`src/hw/rtl/cdll_pkg.sv`:
```
// Shared definitions for the circular doubly linked list manager.
// Command and status codes, payload types and default sizes.
// No dependencies.
package cdll_pkg;

   localparam int CDLL_CAPACITY = 16;
   localparam int MAX_RESULTS   = 16;

   typedef logic [2:0]        cmd_type;
   typedef logic [1:0]        status_type;
   typedef logic signed [31:0] value_type;

   localparam cmd_type CMD_PUSH_FRONT   = 3'd0;
   localparam cmd_type CMD_PUSH_BACK    = 3'd1;
   localparam cmd_type CMD_INSERT_AFTER = 3'd2;
   localparam cmd_type CMD_POP_FRONT    = 3'd3;
   localparam cmd_type CMD_POP_BACK     = 3'd4;
   localparam cmd_type CMD_DELETE_MATCH = 3'd5;
   localparam cmd_type CMD_READ_OUT     = 3'd6;

   localparam status_type ST_OK        = 2'd0;
   localparam status_type ST_EMPTY     = 2'd1;
   localparam status_type ST_NOT_FOUND = 2'd2;
   localparam status_type ST_FULL      = 2'd3;

endpackage

```
`src/hw/rtl/circular_doubly_linked_list_manager_unit.sv`:
```
// Circular doubly linked list manager: values, next and prev links in three slot memories
// read at one shared address, registered. Full or empty answers go via FIN; push goes via ALONE
// (empty list) or PUSH_RD, LINK1, LINK2; pop front via POP_RD, UNLINK; pop back via POPB_RD,
// POP_RD, UNLINK; insert-after and delete walk in SEARCH, then LINK1, LINK2 or UNLINK, or answer
// not found; read out emits one element per cycle while taken. Requests are taken in IDLE only,
// after the last result is registered. Synchronous reset clears state, map, head, count, rsp_valid.
module circular_doubly_linked_list_manager_unit
   import cdll_pkg::*;
#(
   parameter int CAPACITY = CDLL_CAPACITY
) (
   input  logic       clock,
   input  logic       reset,
   input  logic       req_valid,
   output logic       req_ready,
   input  cmd_type    req_cmd,
   input  value_type  req_new_value,
   input  value_type  req_match_value,
   output logic       rsp_valid,
   input  logic       rsp_ready,
   output status_type rsp_status,
   output value_type  rsp_element_value,
   output logic       rsp_last_result
);

   localparam int AW = $clog2(CAPACITY);
   localparam int CW = $clog2(CAPACITY + 1);
   localparam int RW = $clog2(MAX_RESULTS + 1);
   localparam int SW = (CW > RW) ? CW : RW;

   localparam logic [3:0] S_IDLE    = 4'd0;
   localparam logic [3:0] S_FIN     = 4'd1;
   localparam logic [3:0] S_ALONE   = 4'd2;
   localparam logic [3:0] S_PUSH_RD = 4'd3;
   localparam logic [3:0] S_LINK1   = 4'd4;
   localparam logic [3:0] S_LINK2   = 4'd5;
   localparam logic [3:0] S_SEARCH  = 4'd6;
   localparam logic [3:0] S_POPB_RD = 4'd7;
   localparam logic [3:0] S_POP_RD  = 4'd8;
   localparam logic [3:0] S_UNLINK  = 4'd9;
   localparam logic [3:0] S_WALK    = 4'd10;

   // slot memories
   value_type         val_mem  [CAPACITY];
   logic [AW-1:0]     next_mem [CAPACITY];
   logic [AW-1:0]     prev_mem [CAPACITY];
   value_type         val_rd_ff;
   logic [AW-1:0]     next_rd_ff;
   logic [AW-1:0]     prev_rd_ff;

   logic              val_we, next_we, prev_we;
   logic [AW-1:0]     val_wa, next_wa, prev_wa;
   value_type         val_wd;
   logic [AW-1:0]     next_wd, prev_wd;

   logic [3:0]        state_ff, state_in;
   logic [CAPACITY-1:0] inuse_ff, inuse_in;
   logic [AW-1:0]     head_ff, head_in;
   logic [CW-1:0]     count_ff, count_in;
   logic [AW-1:0]     addr_ff, addr_in;
   logic [AW-1:0]     node_ff, node_in;
   logic [AW-1:0]     prv_ff, prv_in;
   logic [AW-1:0]     nxt_ff, nxt_in;
   logic [SW-1:0]     step_ff, step_in;
   cmd_type           cmd_ff, cmd_in;
   value_type         nv_ff, nv_in;
   value_type         mv_ff, mv_in;
   status_type        fin_st_ff, fin_st_in;
   value_type         fin_val_ff, fin_val_in;

   logic              rsp_valid_ff, rsp_valid_in;
   status_type        rsp_status_ff, rsp_status_in;
   value_type         rsp_value_ff, rsp_value_in;
   logic              rsp_last_ff, rsp_last_in;

   logic [AW-1:0]     free_slot;
   logic              list_full, list_empty, accept, out_free, emit;
   logic              walk_last, search_end;
   logic [SW-1:0]     step_next;
   status_type        emit_st;
   value_type         emit_val;
   logic              emit_last;

   // lowest free slot
   always_comb begin
      free_slot = '0;
      for (int i = CAPACITY - 1; i >= 0; i--) begin
         if (!inuse_ff[i]) free_slot = AW'(i);
      end
   end

   assign list_full  = &inuse_ff;
   assign list_empty = (count_ff == '0);
   assign req_ready  = (state_ff == S_IDLE);
   assign accept     = req_valid && req_ready;
   assign out_free   = !rsp_valid_ff || rsp_ready;
   assign step_next  = step_ff + SW'(1);
   assign walk_last  = (step_next == SW'(count_ff)) || (step_next == SW'(MAX_RESULTS));
   assign search_end = (step_next == SW'(count_ff));

   always_comb begin
      state_in   = state_ff;
      inuse_in   = inuse_ff;
      head_in    = head_ff;
      count_in   = count_ff;
      addr_in    = addr_ff;
      node_in    = node_ff;
      prv_in     = prv_ff;
      nxt_in     = nxt_ff;
      step_in    = step_ff;
      cmd_in     = cmd_ff;
      nv_in      = nv_ff;
      mv_in      = mv_ff;
      fin_st_in  = fin_st_ff;
      fin_val_in = fin_val_ff;
      val_we     = 1'b0;
      next_we    = 1'b0;
      prev_we    = 1'b0;
      val_wa     = node_ff;
      next_wa    = node_ff;
      prev_wa    = node_ff;
      val_wd     = nv_ff;
      next_wd    = nxt_ff;
      prev_wd    = prv_ff;
      emit       = 1'b0;
      emit_st    = fin_st_ff;
      emit_val   = fin_val_ff;
      emit_last  = 1'b1;

      case (state_ff)
         S_IDLE: begin
            addr_in = head_ff;
            if (accept) begin
               cmd_in     = req_cmd;
               nv_in      = req_new_value;
               mv_in      = req_match_value;
               node_in    = free_slot;
               step_in    = '0;
               fin_val_in = '0;
               fin_st_in  = ST_OK;
               case (req_cmd)
                  CMD_PUSH_FRONT, CMD_PUSH_BACK: begin
                     if (list_full) begin
                        fin_st_in = ST_FULL;
                        state_in  = S_FIN;
                     end else if (list_empty) begin
                        state_in = S_ALONE;
                     end else begin
                        state_in = S_PUSH_RD;
                     end
                  end
                  CMD_INSERT_AFTER: begin
                     if (list_full) begin
                        fin_st_in = ST_FULL;
                        state_in  = S_FIN;
                     end else if (list_empty) begin
                        fin_st_in = ST_EMPTY;
                        state_in  = S_FIN;
                     end else begin
                        state_in = S_SEARCH;
                     end
                  end
                  CMD_POP_FRONT, CMD_POP_BACK, CMD_DELETE_MATCH, CMD_READ_OUT: begin
                     if (list_empty) begin
                        fin_st_in = ST_EMPTY;
                        state_in  = S_FIN;
                     end else if (req_cmd == CMD_POP_FRONT) begin
                        state_in = S_POP_RD;
                     end else if (req_cmd == CMD_POP_BACK) begin
                        state_in = S_POPB_RD;
                     end else if (req_cmd == CMD_DELETE_MATCH) begin
                        state_in = S_SEARCH;
                     end else begin
                        state_in = S_WALK;
                     end
                  end
                  default: state_in = S_IDLE;  // unknown command: no result
               endcase
            end
         end

         S_ALONE: begin
            val_we   = 1'b1;
            next_we  = 1'b1;
            prev_we  = 1'b1;
            next_wd  = node_ff;
            prev_wd  = node_ff;
            inuse_in[node_ff] = 1'b1;
            head_in  = node_ff;
            count_in = CW'(1);
            state_in = S_FIN;
         end

         S_PUSH_RD: begin
            // new node goes between the tail and the head
            prv_in   = prev_rd_ff;
            nxt_in   = head_ff;
            state_in = S_LINK1;
         end

         S_LINK1: begin
            val_we   = 1'b1;
            next_we  = 1'b1;
            prev_we  = 1'b1;
            state_in = S_LINK2;
         end

         S_LINK2: begin
            next_we  = 1'b1;
            next_wa  = prv_ff;
            next_wd  = node_ff;
            prev_we  = 1'b1;
            prev_wa  = nxt_ff;
            prev_wd  = node_ff;
            inuse_in[node_ff] = 1'b1;
            count_in = count_ff + CW'(1);
            if (cmd_ff == CMD_PUSH_FRONT) head_in = node_ff;
            state_in = S_FIN;
         end

         S_SEARCH: begin
            if (val_rd_ff == mv_ff) begin
               nxt_in = next_rd_ff;
               if (cmd_ff == CMD_INSERT_AFTER) begin
                  prv_in   = addr_ff;
                  state_in = S_LINK1;
               end else begin
                  node_in  = addr_ff;
                  prv_in   = prev_rd_ff;
                  state_in = S_UNLINK;
               end
            end else if (search_end) begin
               fin_st_in = ST_NOT_FOUND;
               state_in  = S_FIN;
            end else begin
               addr_in = next_rd_ff;
               step_in = step_next;
            end
         end

         S_POPB_RD: begin
            addr_in  = prev_rd_ff;
            state_in = S_POP_RD;
         end

         S_POP_RD: begin
            node_in    = addr_ff;
            prv_in     = prev_rd_ff;
            nxt_in     = next_rd_ff;
            fin_val_in = val_rd_ff;
            state_in   = S_UNLINK;
         end

         S_UNLINK: begin
            inuse_in[node_ff] = 1'b0;
            if (count_ff == CW'(1)) begin
               head_in  = '0;
               count_in = '0;
            end else begin
               next_we  = 1'b1;
               next_wa  = prv_ff;
               next_wd  = nxt_ff;
               prev_we  = 1'b1;
               prev_wa  = nxt_ff;
               prev_wd  = prv_ff;
               count_in = count_ff - CW'(1);
               if (head_ff == node_ff) head_in = nxt_ff;
            end
            state_in = S_FIN;
         end

         S_WALK: begin
            // read data for addr_ff is held while the output is stalled
            if (out_free) begin
               emit      = 1'b1;
               emit_st   = ST_OK;
               emit_val  = val_rd_ff;
               emit_last = walk_last;
               if (walk_last) begin
                  state_in = S_IDLE;
               end else begin
                  addr_in = next_rd_ff;
                  step_in = step_next;
               end
            end
         end

         S_FIN: begin
            if (out_free) begin
               emit     = 1'b1;
               state_in = S_IDLE;
            end
         end

         default: state_in = S_IDLE;
      endcase
   end

   always_comb begin
      rsp_valid_in  = rsp_valid_ff && !rsp_ready;
      rsp_status_in = rsp_status_ff;
      rsp_value_in  = rsp_value_ff;
      rsp_last_in   = rsp_last_ff;
      if (emit) begin
         rsp_valid_in  = 1'b1;
         rsp_status_in = emit_st;
         rsp_value_in  = emit_val;
         rsp_last_in   = emit_last;
      end
   end

   always_ff @(posedge clock) begin
      if (val_we) val_mem[val_wa] <= val_wd;
      val_rd_ff <= val_mem[addr_in];
   end

   always_ff @(posedge clock) begin
      if (next_we) next_mem[next_wa] <= next_wd;
      next_rd_ff <= next_mem[addr_in];
   end

   always_ff @(posedge clock) begin
      if (prev_we) prev_mem[prev_wa] <= prev_wd;
      prev_rd_ff <= prev_mem[addr_in];
   end

   always_ff @(posedge clock) begin
      if (reset) begin
         state_ff     <= S_IDLE;
         inuse_ff     <= '0;
         head_ff      <= '0;
         count_ff     <= '0;
         rsp_valid_ff <= 1'b0;
      end else begin
         state_ff     <= state_in;
         inuse_ff     <= inuse_in;
         head_ff      <= head_in;
         count_ff     <= count_in;
         rsp_valid_ff <= rsp_valid_in;
      end
   end

   always_ff @(posedge clock) begin
      addr_ff       <= addr_in;
      node_ff       <= node_in;
      prv_ff        <= prv_in;
      nxt_ff        <= nxt_in;
      step_ff       <= step_in;
      cmd_ff        <= cmd_in;
      nv_ff         <= nv_in;
      mv_ff         <= mv_in;
      fin_st_ff     <= fin_st_in;
      fin_val_ff    <= fin_val_in;
      rsp_status_ff <= rsp_status_in;
      rsp_value_ff  <= rsp_value_in;
      rsp_last_ff   <= rsp_last_in;
   end

   assign rsp_valid         = rsp_valid_ff;
   assign rsp_status        = rsp_status_ff;
   assign rsp_element_value = rsp_value_ff;
   assign rsp_last_result   = rsp_last_ff;

   a_count_matches_map: assert property (@(posedge clock) disable iff (reset)
      CW'($countones(inuse_ff)) == count_ff)
      else $error("element count differs from occupancy map");

   a_empty_head_zero: assert property (@(posedge clock) disable iff (reset)
      (count_ff == '0) |-> (head_ff == '0))
      else $error("empty list with nonzero head");

   a_head_in_use: assert property (@(posedge clock) disable iff (reset)
      (count_ff != '0) |-> inuse_ff[head_ff])
      else $error("head slot not occupied");

   a_search_bound: assert property (@(posedge clock) disable iff (reset)
      (state_ff == S_SEARCH) |-> (step_ff < SW'(count_ff)))
      else $error("search walked past the list length");

   a_emit_no_overwrite: assert property (@(posedge clock) disable iff (reset)
      emit |-> (!rsp_valid_ff || rsp_ready))
      else $error("result register overwritten before taken");

endmodule
```
`config.mk`:
```
export PLATFORM = sky130hd
export DESIGN_NAME = circular_doubly_linked_list_manager_unit
export DESIGN_NICKNAME = d
export VERILOG_FILES = /design/src/hw/rtl/cdll_pkg.sv /design/src/hw/rtl/circular_doubly_linked_list_manager_unit.sv
export SDC_FILE = /design/constraint.sdc
export NUM_CORES = 1
export LEC_CHECK = 0
export ABC_AREA = 1
export BUFFER_PORTS_ARGS = -buffer_cell sky130_fd_sc_hd__buf_2
export CAP_MARGIN = 10
export CORE_MARGIN = 1.5
export CORE_UTILIZATION = 55
export CTS_CLUSTER_SIZE = 25
export DETAILED_ROUTE_END_ITERATION = 6
export GPL_TIMING_DRIVEN = 0
export PLACE_DENSITY = 0.71
export SYNTH_ARGS = -nofsm -noshare
export SYNTH_HDL_FRONTEND = slang
export SYNTH_SLANG_ARGS = --single-unit
```
`constraint.sdc`:
```
create_clock -name clock -period 6.9 [get_ports clock]
set_input_delay 0.345 -clock clock [delete_from_list [all_inputs] [get_ports clock]]
set_output_delay 0.345 -clock clock [all_outputs]
set_load 0.05 [all_outputs]
```
==> out/metrics.cfg <==
[status]
status = finished clean

[power_and_ir_drop]
power_mw = 18.75
powerDensity_mw_per_mm2 = 429.9
p_leak_nw = 17.90
irDropWorstVdd_mv = 0.2860

[detailed_routing]
final_antenna_net_count = 0
num_vias = 26649
dr.first_iter.drc_count = 3294
drcViolationCount = 0
routedWlPerCell_microns = 21.05
via_per_inst = 5.580
drt_first_pass_iters = 7
routed_wl_mm = 100.5

[placed_design]
io_buffers = 106
placed_cell_area_sq_mm = 0.04011
gp_congestion = 0.9146
dpl.hpwl_mm = 68.27
place_inst = 4545

[global_routing]
track_usage = 0.2865
grt.overflow.total = 0
grt_start_max_net_pins = 33
antenna_found_initial = 4
grt_first_pass_wirelength_mm = 148.6
first_global_vias = 25270

[synth]
synthTopCellsByCount = 793 x edfxtp_1, 745 x nand3_1, 609 x inv_1
synth_area_leaders = edfxtp_1 63%, nand3_1 9.9%, inv_1 6.1%
synthCells = 3507
synth_seq_area_share = 0.6712
synth.avg_cell_area_sq_um = 10.75
ys_ff_latch = 867
synth_cell_types = 45
synth_nets = 3583
syn-cell-area_sq_mm = 0.03768
synth_top_area_frac = 0.6319
ys_async_sr_fraction = 0
ys_warn_count = 0
synth_top_cell_by_area = edfxtp_1
yosysMostFrequentCell = edfxtp_1
synth_edf_count = 793
synth-main-ff-cell = edfxtp_1

[clocking]
clk_latency_ps = 650
post_cts_buffers = 0
htree_levels = 3
clkTransAtPathRegs_ps = 60
cts_buffer_depth = 3
clockRootBuffer = clkbuf_16
cts_sinks = 867
cts_tree = yes
numCtsBuffers = 89

[die]
num_rows = 95
initial_utilization = 0.5582
io_pins = 108
die-area_sq_mm = 0.07010
design.core.area_sq_mm = 0.06751
die_x_microns = 264.8
fp.dieH_microns = 264.8

[sta]
tns_ps = 0
finalCritPeriodShare = 0.5875
worst_slew_pin_slew_ps = 1074
final.min_clock_period_ps = 4054
relSlewSlack = 0.2800
max_freq_ghz = 0.2467
hold_viol = 0
rsz0062_at_grt = no
drv_slew = 0
setup_viol = 0
clock_skew_ps = 24.23

[setup_path]
path_cells = xnor2_1 > nand2_1 > nor2_1 > nand2_1 > nor2_1 > nand2_1 > nand3_2 > nand2_1 > nand2_1 > o211ai_1 > a21oi_4 > clkbuf_1 > nand3_1 > nand3_1 > nand2_1
cp_max_fo = 10
criticalPathCategory = reg2reg
crit_path_frequent_cell = nand2_1
crit_path_start_kind = register
rr_worst_depth = 15
r2r-start = mv_ff[2]
ff2ff_setup_slack_ps = 2850
slowest_stage = clkbuf_1
cp_top_family = simple AND/OR/NAND/NOR gates
required_ps = 7340
crit_path_end_kind = register
worst-path-buf-inv = 1
r2r-end = val_rd_ff[29]
critPathMaxStageDelay_ps = 630
critPathArrivalTime_ps = 4490

[layout]
nFillCells = 5135
synthToLayoutAreaGrowth_pct = 15.69
nets = 3906
utilization = 0.6458
final_cells = 4776
drive_gt1_frac = 0.1156
fin_area_sq_mm = 0.04360

[min_path]
min_to = state_ff[1]
whs_path_depth = 3
holdCritStartpoint = req_valid
hp-class = in2reg

[flow_run]
max_cap_violations = 0

layer usage:
layer  track usage  vias to the layer above  routed length (microns)
li1              -                    12453                        -
met1        0.3893                    12560                    39690
met2        0.4555                     1393                    46100
met3       0.05471                      243                    10560
met4        0.1194                        0                     4172
met5             0                        -                        0
tightest hold or removal path: cells and delay by family:
| kind | cells | cell delay [ps] |
|---|---|---|
| buffers and inverters | 1 | 130 |
| and+or+nand+nor | 1 | 80 |
| AOI/OAI and AO/OA | 1 | 60 |
logic make-up (layout without fill, tap and decap cells):
group                    count (synthesis)  in the layout  synth area share
adder cells (fa/ha/maj)                  5              5          0.001660
buffers and inverters                  807           1201           0.08725
XOR/XNOR                                31             31          0.007205
flip-flops                             867            867            0.6712
AND/OR/NAND/NOR                       1643           1643            0.2082
AO/OA/AOI/OAI                          154            154           0.02444
other                                    0              2                 0
sequential cells by signal (all words and copies together), names as in the netlist, 5 cells and up, named ones only:
name,flops
val_rd_ff,32
prev_mem,64
step_ff,5
val_mem,512
mv_ff,32
fin_val_ff,32
next_mem,64
nv_ff,32
count_ff,5
rsp_element_value,32
cells in the final DEF, fill, tap and decap left out, types with 12 or more instances in the layout:
master / netlist / layout
edfxtp_1: 793 / 793
a21oi_1: 33 / 32
buf_4: 43 / 45
xnor2_1: 25 / 25
buf_6: 2 / 53
buf_2: 66 / 172
inv_1: 609 / 609
dlygate4sd3_1: 0 / 67
clkbuf_16: 0 / 93
a211oi_1: 21 / 21
dfxtp_1: 74 / 74
nand3b_1: 160 / 160
nor2_1: 144 / 143
o21ai_0: 69 / 64
clkinv_2: 0 / 18
nor3_2: 0 / 16
inv_2: 12 / 12
nand2_1: 546 / 546
nand3_1: 745 / 745
clkbuf_1: 67 / 89
clkinv_1: 1 / 17
where the power goes:
group          leakage (nW)  switching [mW]  internal, mW
clock                  1.39            1.98          2.70
sequential             7.84           0.422          6.58
combinational          8.68            5.21          1.86
total                  17.9            7.61          11.1
repair_timing:
item | in CTS | in global routing
resized for setup | 0 | 0
endpoints found under the hold margin | 67 | 0
hold buffers | 67 | 0
setup endpoints to repair | 0 | 0
cell type report:
type | instances | area, sq um | share of cell area
sequential | 867 | 25290 | 0.5802
buffer | 185 | 953.4 | 0.02187
timing repair buffer | 232 | 1896 | 0.04348
antenna | 2 | 5.005 | 0.0001148
clock buffer | 120 | 2479 | 0.05685
tap | 873 | 1092 | 0.02505
clock inverter | 42 | 332.8 | 0.007634
multi-input combinational | 1833 | 9213 | 0.2113
inverter | 622 | 2335 | 0.05355
how the worst max path moves through the flow:
stage	slack, ps	start	to	depth (start not counted)
final	2850	mv_ff[2]	val_rd_ff[29]	15
after global routing	2700	mv_ff[12]	val_rd_ff[29]	15
after global placement	140	state_ff[3]	nv_ff[30]	5
after CTS	2940	mv_ff[2]	val_rd_ff[29]	15
after floorplan	2520	state_ff[3]	cmd_ff[0]	5
after detailed placement	2990	mv_ff[0]	val_rd_ff[20]	18
metrics by stage:
stage	hold WS, ps	worst slack, ps
floorplan	443.9	2515
global route	46.68	2697
global placement	491.9	140.8
CTS	2.986	2935
detailed placement	497.0	2993
finish	28.13	2846
No activity file was read; power rests on OpenSTA's default activity.
